### src/rtl/stuffed_frame_encoder_crc16_core_assert.svh
// assertion macros for the stuffed frame encoder
// used by the top level; expects i_clk and i_rst_n in scope
`ifndef STUFFED_FRAME_ENCODER_CRC16_CORE_ASSERT_SVH
`define STUFFED_FRAME_ENCODER_CRC16_CORE_ASSERT_SVH
`ifndef NO_ASSERTIONS
`define SFE_ASSERT_NOW(lbl, ante, cons) \
    lbl: assert property (@(posedge i_clk) disable iff (!i_rst_n) (ante) |-> (cons)) \
        else $error("stuffed frame encoder assertion failed");
`define SFE_ASSERT_NEXT(lbl, ante, cons) \
    lbl: assert property (@(posedge i_clk) disable iff (!i_rst_n) (ante) |=> (cons)) \
        else $error("stuffed frame encoder assertion failed");
`else
`define SFE_ASSERT_NOW(lbl, ante, cons)
`define SFE_ASSERT_NEXT(lbl, ante, cons)
`endif
`endif

### src/rtl/sfe_pkg.sv
// types, register map and crc function for the stuffed frame encoder
// no dependencies
`default_nettype none

package sfe_pkg;

    localparam int unsigned PADDR_W = 5;
    localparam int unsigned REG_IDX_W = 3;

    localparam logic [REG_IDX_W-1:0] REG_HEADER  = 3'd0;
    localparam logic [REG_IDX_W-1:0] REG_TRAILER = 3'd1;
    localparam logic [REG_IDX_W-1:0] REG_ESCAPE  = 3'd2;
    localparam logic [REG_IDX_W-1:0] REG_MASK    = 3'd3;
    localparam logic [REG_IDX_W-1:0] REG_POLY    = 3'd4;

    localparam logic [7:0]  HEADER_RST  = 8'hAA;
    localparam logic [7:0]  TRAILER_RST = 8'h55;
    localparam logic [7:0]  ESCAPE_RST  = 8'h7D;
    localparam logic [7:0]  MASK_RST    = 8'h20;
    localparam logic [15:0] POLY_RST    = 16'h1021;
    localparam logic [15:0] CRC_INIT    = 16'hFFFF;

    typedef struct packed {
        logic [7:0] data_byte;
        logic       final_byte;
    } t_in_beat;

    typedef struct packed {
        logic [7:0] out_byte;
        logic       end_of_frame;
    } t_out_beat;

    typedef struct packed {
        logic [7:0] header_byte;
        logic [7:0] trailer_byte;
        logic [7:0] escape_byte;
        logic [7:0] stuff_mask;
    } t_stuff_cfg;

    // one classified payload byte, as queued between front and back
    typedef struct packed {
        logic        hdr;
        logic [7:0]  data_byte;
        logic        final_byte;
        logic [15:0] crc;
    } t_job;

    typedef enum logic [2:0] {
        PH_START,
        PH_DATA,
        PH_CRC_HI,
        PH_CRC_LO,
        PH_TRAILER
    } t_phase;

    // msb-first crc over one byte
    function automatic logic [15:0] crc16_byte(input logic [15:0] crc,
                                               input logic [7:0]  b,
                                               input logic [15:0] poly);
        logic [15:0] c;
        c = crc ^ {b, 8'h00};
        for (int i = 0; i < 8; i++) begin
            if (c[15]) begin
                c = {c[14:0], 1'b0} ^ poly;
            end else begin
                c = {c[14:0], 1'b0};
            end
        end
        return c;
    endfunction

endpackage

`default_nettype wire

### src/rtl/sfe_front.sv
// front part: accepts payload beats, runs the crc and frame flag, builds jobs
// depends on sfe_pkg
`default_nettype none

module sfe_front (
    input  wire logic            i_clk,
    input  wire logic            i_rst_n,
    input  wire logic            i_in_valid,
    output logic                 o_in_ready,
    input  wire sfe_pkg::t_in_beat i_in_beat,
    input  wire logic [15:0]     i_crc_poly,
    input  wire logic            i_q_full,
    output logic                 o_push,
    output sfe_pkg::t_job        o_job
);

    logic [15:0] r_crc;
    logic [15:0] n_crc;
    logic        r_in_frame;
    logic        n_in_frame;
    logic [15:0] w_crc_upd;
    logic        w_take;

    assign o_in_ready = !i_q_full;
    assign w_take     = i_in_valid && !i_q_full;
    assign o_push     = w_take;
    assign w_crc_upd  = sfe_pkg::crc16_byte(r_crc, i_in_beat.data_byte, i_crc_poly);

    always_comb begin
        o_job.hdr        = !r_in_frame;
        o_job.data_byte  = i_in_beat.data_byte;
        o_job.final_byte = i_in_beat.final_byte;
        o_job.crc        = w_crc_upd;
    end

    always_comb begin
        n_crc      = r_crc;
        n_in_frame = r_in_frame;
        if (w_take) begin
            if (i_in_beat.final_byte) begin
                n_crc      = sfe_pkg::CRC_INIT;
                n_in_frame = 1'b0;
            end else begin
                n_crc      = w_crc_upd;
                n_in_frame = 1'b1;
            end
        end
    end

    always_ff @(posedge i_clk) begin
        if (!i_rst_n) begin
            r_crc      <= sfe_pkg::CRC_INIT;
            r_in_frame <= 1'b0;
        end else begin
            r_crc      <= n_crc;
            r_in_frame <= n_in_frame;
        end
    end

endmodule

`default_nettype wire

### src/rtl/sfe_queue.sv
// job queue between front and back
// depends on sfe_pkg
`default_nettype none

module sfe_queue #(
    parameter int unsigned DEPTH = 2
) (
    input  wire logic          i_clk,
    input  wire logic          i_rst_n,
    input  wire logic          i_push,
    input  wire sfe_pkg::t_job i_job,
    input  wire logic          i_pop,
    output logic               o_valid,
    output sfe_pkg::t_job      o_job,
    output logic               o_full
);

    localparam int unsigned PW = $clog2(DEPTH);
    localparam int unsigned CW = $clog2(DEPTH + 1);

    sfe_pkg::t_job r_mem [DEPTH];
    logic [PW-1:0] r_wr_ptr;
    logic [PW-1:0] r_rd_ptr;
    logic [CW-1:0] r_count;
    logic          w_wr;
    logic          w_rd;

    assign o_full  = (r_count == CW'(DEPTH));
    assign o_valid = (r_count != '0);
    assign o_job   = r_mem[r_rd_ptr];
    assign w_wr    = i_push && !o_full;
    assign w_rd    = i_pop && o_valid;

    always_ff @(posedge i_clk) begin
        if (w_wr) begin
            r_mem[r_wr_ptr] <= i_job;
        end
    end

    always_ff @(posedge i_clk) begin
        if (!i_rst_n) begin
            r_wr_ptr <= '0;
            r_rd_ptr <= '0;
            r_count  <= '0;
        end else begin
            if (w_wr) begin
                r_wr_ptr <= (r_wr_ptr == PW'(DEPTH - 1)) ? '0 : r_wr_ptr + 1'b1;
            end
            if (w_rd) begin
                r_rd_ptr <= (r_rd_ptr == PW'(DEPTH - 1)) ? '0 : r_rd_ptr + 1'b1;
            end
            if (w_wr && !w_rd) begin
                r_count <= r_count + 1'b1;
            end else if (w_rd && !w_wr) begin
                r_count <= r_count - 1'b1;
            end
        end
    end

endmodule

`default_nettype wire

### src/rtl/sfe_back.sv
// back part: walks each job through an optional header and stuffed data, then crc and trailer after a final byte
// depends on sfe_pkg
`default_nettype none

module sfe_back (
    input  wire logic                i_clk,
    input  wire logic                i_rst_n,
    input  wire logic                i_job_valid,
    input  wire sfe_pkg::t_job       i_job,
    input  wire sfe_pkg::t_stuff_cfg i_cfg,
    output logic                     o_pop,
    output logic                     o_out_valid,
    input  wire logic                i_out_ready,
    output sfe_pkg::t_out_beat       o_out_beat
);

    sfe_pkg::t_phase    r_phase;
    sfe_pkg::t_phase    n_phase;
    sfe_pkg::t_phase    w_phase;
    logic               r_esc;
    logic               n_esc;
    logic               r_out_valid;
    sfe_pkg::t_out_beat r_out_beat;
    sfe_pkg::t_out_beat w_beat;
    logic [7:0]         w_cur;
    logic               w_special;
    logic               w_adv;
    logic               w_last;

    assign w_adv   = i_job_valid && (!r_out_valid || i_out_ready);
    assign w_phase = (r_phase == sfe_pkg::PH_START && !i_job.hdr) ? sfe_pkg::PH_DATA : r_phase;

    always_comb begin
        case (w_phase)
            sfe_pkg::PH_CRC_HI: w_cur = i_job.crc[15:8];
            sfe_pkg::PH_CRC_LO: w_cur = i_job.crc[7:0];
            default:            w_cur = i_job.data_byte;
        endcase
    end

    assign w_special = (w_cur == i_cfg.header_byte) || (w_cur == i_cfg.trailer_byte)
                    || (w_cur == i_cfg.escape_byte);

    // outputs
    always_comb begin
        w_beat.out_byte     = w_cur;
        w_beat.end_of_frame = 1'b0;
        w_last              = 1'b0;
        case (w_phase)
            sfe_pkg::PH_START: begin
                w_beat.out_byte = i_cfg.header_byte;
            end
            sfe_pkg::PH_DATA, sfe_pkg::PH_CRC_HI, sfe_pkg::PH_CRC_LO: begin
                if (w_special && !r_esc) begin
                    w_beat.out_byte = i_cfg.escape_byte;
                end else begin
                    w_beat.out_byte = r_esc ? (w_cur ^ i_cfg.stuff_mask) : w_cur;
                    w_last = (w_phase == sfe_pkg::PH_DATA) && !i_job.final_byte;
                end
            end
            sfe_pkg::PH_TRAILER: begin
                w_beat.out_byte     = i_cfg.trailer_byte;
                w_beat.end_of_frame = 1'b1;
                w_last              = 1'b1;
            end
            default: begin
                w_beat.out_byte = w_cur;
            end
        endcase
    end

    assign o_pop = w_adv && w_last;

    // next state
    always_comb begin
        n_phase = r_phase;
        n_esc   = r_esc;
        if (w_adv) begin
            case (w_phase)
                sfe_pkg::PH_START: begin
                    n_phase = sfe_pkg::PH_DATA;
                end
                sfe_pkg::PH_DATA, sfe_pkg::PH_CRC_HI, sfe_pkg::PH_CRC_LO: begin
                    if (w_special && !r_esc) begin
                        n_esc = 1'b1;
                    end else begin
                        n_esc = 1'b0;
                        case (w_phase)
                            sfe_pkg::PH_DATA:   n_phase = i_job.final_byte ? sfe_pkg::PH_CRC_HI
                                                                           : sfe_pkg::PH_START;
                            sfe_pkg::PH_CRC_HI: n_phase = sfe_pkg::PH_CRC_LO;
                            default:            n_phase = sfe_pkg::PH_TRAILER;
                        endcase
                    end
                end
                sfe_pkg::PH_TRAILER: begin
                    n_phase = sfe_pkg::PH_START;
                end
                default: begin
                    n_phase = sfe_pkg::PH_START;
                end
            endcase
        end
    end

    always_ff @(posedge i_clk) begin
        if (!i_rst_n) begin
            r_phase     <= sfe_pkg::PH_START;
            r_esc       <= 1'b0;
            r_out_valid <= 1'b0;
        end else begin
            r_phase <= n_phase;
            r_esc   <= n_esc;
            if (w_adv) begin
                r_out_valid <= 1'b1;
            end else if (i_out_ready) begin
                r_out_valid <= 1'b0;
            end
        end
    end

    always_ff @(posedge i_clk) begin
        if (w_adv) begin
            r_out_beat <= w_beat;
        end
    end

    assign o_out_valid = r_out_valid;
    assign o_out_beat  = r_out_beat;

endmodule

`default_nettype wire

### src/rtl/stuffed_frame_encoder_crc16_core.sv
// top level of the stuffed frame encoder: register port, front, queue, back
// depends on sfe_pkg, sfe_front, sfe_queue, sfe_back and the assertion header
//
//   channel | direction | handshake                   | beat
//   in      | sink      | i_in_valid / o_in_ready     | data_byte, final_byte
//   out     | source    | o_out_valid / i_out_ready   | out_byte, end_of_frame
//   cfg     | apb slave | psel, penable, pwrite       | paddr, pwdata, prdata
//
// one output byte per cycle while a job is queued and i_out_ready allows; an item takes the back sequencer steps
// (header, data or escape pair, two crc bytes each possibly escaped, trailer)
// crc of a byte is done in the accept cycle; the job then passes the queue and the back output register
// the front takes one beat per cycle while the job queue has room
// synchronous active-low reset clears crc, frame flag, queue and sequencer and reloads the config registers
`default_nettype none
`include "stuffed_frame_encoder_crc16_core_assert.svh"

module stuffed_frame_encoder_crc16_core #(
    parameter int unsigned QUEUE_DEPTH = 2
) (
    input  wire logic                            i_clk,
    input  wire logic                            i_rst_n,
    input  wire logic                            i_in_valid,
    output logic                                 o_in_ready,
    input  wire sfe_pkg::t_in_beat               i_in_beat,
    output logic                                 o_out_valid,
    input  wire logic                            i_out_ready,
    output sfe_pkg::t_out_beat                   o_out_beat,
    input  wire logic                            psel,
    input  wire logic                            penable,
    input  wire logic                            pwrite,
    input  wire logic [sfe_pkg::PADDR_W-1:0]     paddr,
    input  wire logic [31:0]                     pwdata,
    output logic [31:0]                          prdata,
    output logic                                 pready
);

    sfe_pkg::t_stuff_cfg r_cfg;
    logic [15:0]         r_crc_poly;
    logic [sfe_pkg::REG_IDX_W-1:0] w_idx;
    logic                w_wr;
    logic                w_push;
    logic                w_pop;
    logic                w_q_full;
    logic                w_job_valid;
    sfe_pkg::t_job       w_job_in;
    sfe_pkg::t_job       w_job_out;

    assign pready = 1'b1;
    assign w_idx  = paddr[sfe_pkg::PADDR_W-1:2];
    assign w_wr   = psel && penable && pwrite && pready;

    always_ff @(posedge i_clk) begin
        if (!i_rst_n) begin
            r_cfg.header_byte  <= sfe_pkg::HEADER_RST;
            r_cfg.trailer_byte <= sfe_pkg::TRAILER_RST;
            r_cfg.escape_byte  <= sfe_pkg::ESCAPE_RST;
            r_cfg.stuff_mask   <= sfe_pkg::MASK_RST;
            r_crc_poly         <= sfe_pkg::POLY_RST;
        end else if (w_wr) begin
            case (w_idx)
                sfe_pkg::REG_HEADER:  r_cfg.header_byte  <= pwdata[7:0];
                sfe_pkg::REG_TRAILER: r_cfg.trailer_byte <= pwdata[7:0];
                sfe_pkg::REG_ESCAPE:  r_cfg.escape_byte  <= pwdata[7:0];
                sfe_pkg::REG_MASK:    r_cfg.stuff_mask   <= pwdata[7:0];
                sfe_pkg::REG_POLY:    r_crc_poly         <= pwdata[15:0];
                default: begin
                end
            endcase
        end
    end

    always_comb begin
        case (w_idx)
            sfe_pkg::REG_HEADER:  prdata = {24'd0, r_cfg.header_byte};
            sfe_pkg::REG_TRAILER: prdata = {24'd0, r_cfg.trailer_byte};
            sfe_pkg::REG_ESCAPE:  prdata = {24'd0, r_cfg.escape_byte};
            sfe_pkg::REG_MASK:    prdata = {24'd0, r_cfg.stuff_mask};
            sfe_pkg::REG_POLY:    prdata = {16'd0, r_crc_poly};
            default:              prdata = 32'd0;
        endcase
    end

    sfe_front u_front (
        .i_clk      (i_clk),
        .i_rst_n    (i_rst_n),
        .i_in_valid (i_in_valid),
        .o_in_ready (o_in_ready),
        .i_in_beat  (i_in_beat),
        .i_crc_poly (r_crc_poly),
        .i_q_full   (w_q_full),
        .o_push     (w_push),
        .o_job      (w_job_in)
    );

    sfe_queue #(
        .DEPTH (QUEUE_DEPTH)
    ) u_queue (
        .i_clk   (i_clk),
        .i_rst_n (i_rst_n),
        .i_push  (w_push),
        .i_job   (w_job_in),
        .i_pop   (w_pop),
        .o_valid (w_job_valid),
        .o_job   (w_job_out),
        .o_full  (w_q_full)
    );

    sfe_back u_back (
        .i_clk       (i_clk),
        .i_rst_n     (i_rst_n),
        .i_job_valid (w_job_valid),
        .i_job       (w_job_out),
        .i_cfg       (r_cfg),
        .o_pop       (w_pop),
        .o_out_valid (o_out_valid),
        .i_out_ready (i_out_ready),
        .o_out_beat  (o_out_beat)
    );

    // end of frame only ever carries the trailer byte
    `SFE_ASSERT_NOW(a_eof_is_trailer, o_out_valid && o_out_beat.end_of_frame, o_out_beat.out_byte == r_cfg.trailer_byte)
    // a frame is never shorter than header, data and crc, so no two trailers in a row
    `SFE_ASSERT_NEXT(a_no_double_eof, o_out_valid && i_out_ready && o_out_beat.end_of_frame, !(o_out_valid && o_out_beat.end_of_frame))
    // input only stalls when work is queued
    `SFE_ASSERT_NOW(a_stall_has_work, !o_in_ready, w_job_valid)

endmodule

`default_nettype wire
### config.mk
export PLATFORM = sky130hd
export DESIGN_NAME = stuffed_frame_encoder_crc16_core
export DESIGN_NICKNAME = d
export VERILOG_FILES = /design/src/rtl/sfe_pkg.sv /design/src/rtl/sfe_front.sv /design/src/rtl/sfe_queue.sv /design/src/rtl/sfe_back.sv /design/src/rtl/stuffed_frame_encoder_crc16_core.sv
export VERILOG_INCLUDE_DIRS = /design/src /design/src/rtl
export SDC_FILE = /design/constraint.sdc
export NUM_CORES = 1
export LEC_CHECK = 0
export BUFFER_PORTS_ARGS = -buffer_cell sky130_fd_sc_hd__buf_2
export CAP_MARGIN = 15
export CORE_UTILIZATION = 60
export CTS_CLUSTER_DIAMETER = 80
export DETAILED_ROUTE_END_ITERATION = 6
export PLACE_DENSITY = 0.83
export SLEW_MARGIN = 20
export SYNTH_ARGS = -nofsm -noshare
export SYNTH_HDL_FRONTEND = slang
export SYNTH_SLANG_ARGS = --single-unit
### constraint.sdc
create_clock -name i_clk -period 5.35 [get_ports i_clk]
set_input_delay 1.07 -clock i_clk [delete_from_list [all_inputs] [get_ports i_clk]]
set_output_delay 1.07 -clock i_clk [all_outputs]
set_load 0.05 [all_outputs]
# Word-level counts from Yosys, hierarchy flattened
# Memories as Yosys holds them, arrays and structs flattened. A register that Yosys moved wholly into a read port is not among the register bits.
# Cells that the tools add are included.
[classes]
n_reduce_logical = 37
bitwise_logic = 10
eq_ne = 13
n_mux = 34
add_sub_neg = 4
[ops]
columns = ["cell", "count"]
rows = [
  ["2-to-1 mux 16 bit", 9],
  ["bitwise XOR 16 bit", 9],
  ["one-hot mux 16 bit (5 select lines)", 1],
  ["== test 8 bit", 3],
  ["one-hot mux 8 bit (3 select lines)", 1],
  ["2-to-1 mux 8 bit", 2],
  ["one-hot mux 8 bit (2 select lines)", 1],
  ["AND reduction 2 bit", 7],
  ["== test 3 x 2 -> 1 bit, second input constant", 4],
  ["logical AND 1 bit", 12],
  ["2-to-1 mux 1 bit", 12],
  ["one-hot mux 3 bit (2 select lines)", 2],
  ["logical NOT 3 bit", 3],
  ["logical NOT 1 bit", 8],
  ["bitwise XOR 8 bit", 1],
  ["== test 3 x 1 -> 1 bit, second input constant", 2],
  ["== test 3 bit, second input constant", 2],
  ["2-to-1 mux 2 bit", 3],
  ["2-to-1 mux 3 bit", 2],
  ["nonzero test 2 bit", 3],
  ["logical OR 1 bit", 3],
  ["OR reduction 3 bit", 1],
  ["adder 1 bit, second input constant", 2],
  ["adder 2 x 1 -> 2 bit, second input constant", 1],
  ["other kinds (4)", 4],
]
[word_totals]
output_inout_bits = 44
reg_bits = 83
n_memories = 1
elab_cells = 114
mem_bits_rw = 52
input_bits = 53
[memory_table]
columns = ["memory", "words", "word_bits", "read_ports", "rd_clocked_by_memory_dff", "wr", "line", "text"]
rows = [
  ["u_queue.r_mem", 2, 26, 1, 1, 1, "sfe_queue.sv:21", "sfe_pkg::t_job r_mem [DEPTH];"],
]

# Longest topological paths before layout
[logic_depth]
word_depth = 18
ltp_mapped = 17
mapped_depth_nobuf = 15

# Modules after synthesis
# A second synthesis with hierarchy kept.
[hier_totals]
hier_cells = 1079
hier_area_um2 = 10004.6
[modules_own_cells]
columns = ["mod", "area_per_inst_um2", "instances", "seq_area_each_um2", "cells_each"]
rows = [
  ["sfe_front", 3472.1, 1, 340.3, 449],
  ["stuffed_frame_encoder_crc16_core", 2463.6, 1, 960.9, 269],
  ["sfe_queue", 2110.8, 1, 1661.6, 106],
  ["sfe_back", 1958.1, 1, 370.4, 255],
]

# Least setup slack after synthesis
# Ideal clock, no wire load.
[synth_timing]
path_kind = "input to register"
start = "input i_in_beat[8] (netlist name)"
end = "memory u_queue.r_mem[0][10] (netlist name), data pin"
cell_stages = 14
path_buffers = 3
arrival_ns = 3.817
slack_ns = 1.260
required_time_ns = 5.077
setup_time_ns = 0.273
cell_sequence = "xnor2_2 xnor2_1 a22o_1 or3_1 buf_2 and2_4 a22o_1 or3_4 buf_6 buf_2 a311oi_1 o2111a_1 a2111o_1 nand2_1"
[synth_rtl]
columns = ["item", "line", "text"]
rows = [
  ["from (decl)", "stuffed_frame_encoder_crc16_core.sv:24", "input wire sfe_pkg::t_in_beat i_in_beat,"],
  ["to (decl)", "sfe_queue.sv:21", ""],
]

==> results.md <==
* Status: finished, final reports clean
* Fraction of layout cells with a size suffix above 1 at 15.6%
* Postcts setup bufs at 0
* Crit path DAT at 4.75 ns
* Minimum clock period at 4.62 ns
* Area of the mapped netlist at 8960 um2
* Layout area overhead at 11.0%
* Pre-CTS setup slack at 0.381 ns
* Peak Freq at 216 MHz
* Final #Nets at 1063
* Starting density of the core at 61.6%
* Sequential cell fraction of total power at 31.4%
* Cts hold-fix bufs at 0
* Height of the die at 124 um
* IO Pins at 97
* VDD IR max at 0.283 mV
* Pwr Total at 0.00442 W
* Non-filler cells in the finished layout at 1206
* Clock Tree Root: clkbuf_16
* Asr flop ratio synth at 0%
* H-tree depth at 4
* Clock power share at 27.4%
* Switching Share at 39.1%
* CP Class: in -> reg
* Int Pwr at 0.00269 W
* Worst slew margin at 27.1%
* Placed Instances at 1174
* Max Root-Sink Buffers at 2
* Die ar. at 15400 um2
* Post-route ant nets at 0
* Largest net degree at the start of global routing at 63
* Resized cells post-CTS at 0
* Clock Sinks at 136
* Post-DP HPWL at 16500 um
* Tightest Pin Transition at 1.09 ns
* Worst Setup End Kind: flop
* Overflow after GRT at 0
* Synth warn at 0
* Fin. max-slew vios at 0
* WL/cell at 19.8 um
* Most frequent cells in the layout: 116 x nand2_1, 80 x xnor2_1, 75 x dfxtp_1
* Clock Skews at 0.0103 ns
* Switch Pwr at 0.00173 W
* Yosys cell types at 70
* Lkg Pwr at 3.59 nW
* Maximum fanout along the worst path at 12
* Core Footprint at 14500 um2
* IO buf count at 61
* Final WS setup at 0.725 ns
* Most common cell after layout, fill and taps aside: nand2_1
* Post-synth EDFFs at 61
* PwrDens at 445 nW/um2
* Final hold violation count at 0
* Syn Inst Count at 978
* Startpoint Class: primary input
* CTS Buf Count at 17
* DRT Wirelength at 23900 um
* CTS tree: built
* Final Cycle Share at 86.4%
* DRT Pass-1 Iters at 5
* Combinational cell fraction of total power at 41.2%
* GRT Total Usage at 31.9%
* First-pass GRT wire length at 36800 um
* Storage cell area at 3330 um2
* DRT iter0 DRCs at 817
* Max Cap Viol at 0
* DRC Markers at 0
* Row Count at 44
* GP Congestion at 0.957
* Clock-pin slew on the worst setup and hold paths at 0.06 ns
* Vias in the first global route at 7108
* Antenna violations before repair at 0
* Setup TNS at 0 ns
* Worst Hold Class: reg -> reg
* Vias at 7863
* Clock latency on the worst-skew pair at 0.43 ns
* Syn Area/Cell at 9.16 um2
* Seq/Total Area, Yosys at 37.2%
* Fillers at 1190
* Number of diodes at 0
* RSZ-0062 raised after global routing: no
* Avg Vias per Cell at 6.52
* Register bit total from synthesis at 136
* Count of final setup violators at 0
* Area of the multi-input gates at 5190 um2
* Crit path required time at 5.48 ns
* Die width at 124 um
* Commonest register cell after synthesis: dfxtp_1
## routing by layer
layer  track usage [%]  routed length, um  vias to the layer above
li1                  -                  -                     3619
met1              40.3               9850                     3790
met2              52.5              11500                      372
met3              5.59               1560                       82
met4              15.5               1010                        0
met5                 0                  0                        -
## metrics by stage
| step | hold WS, ns | utilization (%) | cell area, um2 |
|---|---|---|---|
| 2_1_floorplan | 0.443 | - | 9010 |
| 3_5_place_dp | 0.459 | 64.2 | 9340 |
| 4_1_cts | 0.497 | 68.4 | 9940 |
| 5_1_grt | 0.511 | 68.4 | 9940 |
| 3_3_place_gp | 0.454 | 64.2 | 9340 |
| 6_report | 0.497 | 68.4 | 9940 |
## synthesized netlist by cell type, types with 18 or more instances
cell type    n  area share, %
a311oi_1    18            1.8
dfxtp_1     75             17
nand2_1    116            4.9
buf_4       18            1.5
o21ai_0     29            1.6
o2111a_1    20            2.5
a21boi_0    20            1.7
clkbuf_1    50            2.1
edfxtp_1    61             20
nor2b_1     24            1.7
mux2i_1     61            6.8
inv_1       18           0.75
xnor2_1     80            7.8
a21oi_1     50            2.8
nor2_1      56            2.3
nand3_1     36            2.0
## logic make-up after synthesis
group / Yosys count / synth area share [%]
muxes: 70 / 8.95
other: 2 / 0.0838
and+or+nand+nor: 307 / 16.5
adders and majority gates: 1 / 0.140
DFF: 136 / 37.2
AOI/OAI and AO/OA: 246 / 20.3
buffers and inverters: 111 / 5.71
xor gates and xnor gates: 105 / 11.1
## layout make-up
type                    count  area share, %
inverters                  19          0.718
repair buffers             89           5.19
clock buffers              19           4.36
multi-input cells         746           52.2
flip-flops and latches    136           33.5
clock inverters            13           1.71
well taps                 184           2.32
## worst paths after layout
| check | startpoint | endpoint | slack (ns) | cells after the start |
|---|---|---|---|---|
| setup / recovery | i_in_beat[8] | u_queue.r_mem[1][7] | 0.73 | 13 |
| hold / removal | u_front.r_in_frame | u_queue.r_mem[0][25] | 0.50 | 1 |
| setup reg to reg | r_crc_poly[15] | u_queue.r_mem[1][7] | 0.91 | 11 |
| hold reg to reg | u_front.r_in_frame | u_queue.r_mem[0][25] | 0.50 | 1 |
## power by group through the flow
stage | clock, W | combinational [W] | sequential, W
3_3_place_gp | 0 | 0.00174 | 0.00140
2_1_floorplan | 0 | 0.00127 | 0.00153
6_report | 0.00121 | 0.00182 | 0.00139
4_1_cts | 0.00122 | 0.00180 | 0.00139
5_1_grt | 0.00126 | 0.00196 | 0.00141
3_5_place_dp | 0 | 0.00178 | 0.00141
## flip-flops by register name, summed over array words and instances, names as in the netlist, 2 cells and up, named ones only
signal,count
u_queue.r_mem,52
r_cfg,32
r_crc_poly,16
u_front.r_crc,16
u_back.o_out_beat,9
u_back.r_phase,3
u_queue.r_count,2
## critical path, cell delays in order
cell and delay [ns]:
buf_2 0.14, xnor2_2 0.32, xnor2_1 0.15, a22o_1 0.20, o21ai_1 0.31, buf_4 0.27, nand3_1 0.11, xnor2_1 0.18
a21oi_1 0.45, a311oi_2 0.15, o211ai_1 0.92, a221o_1 0.34, nand2_1 0.13
No activity file was read; power rests on OpenSTA's default activity.
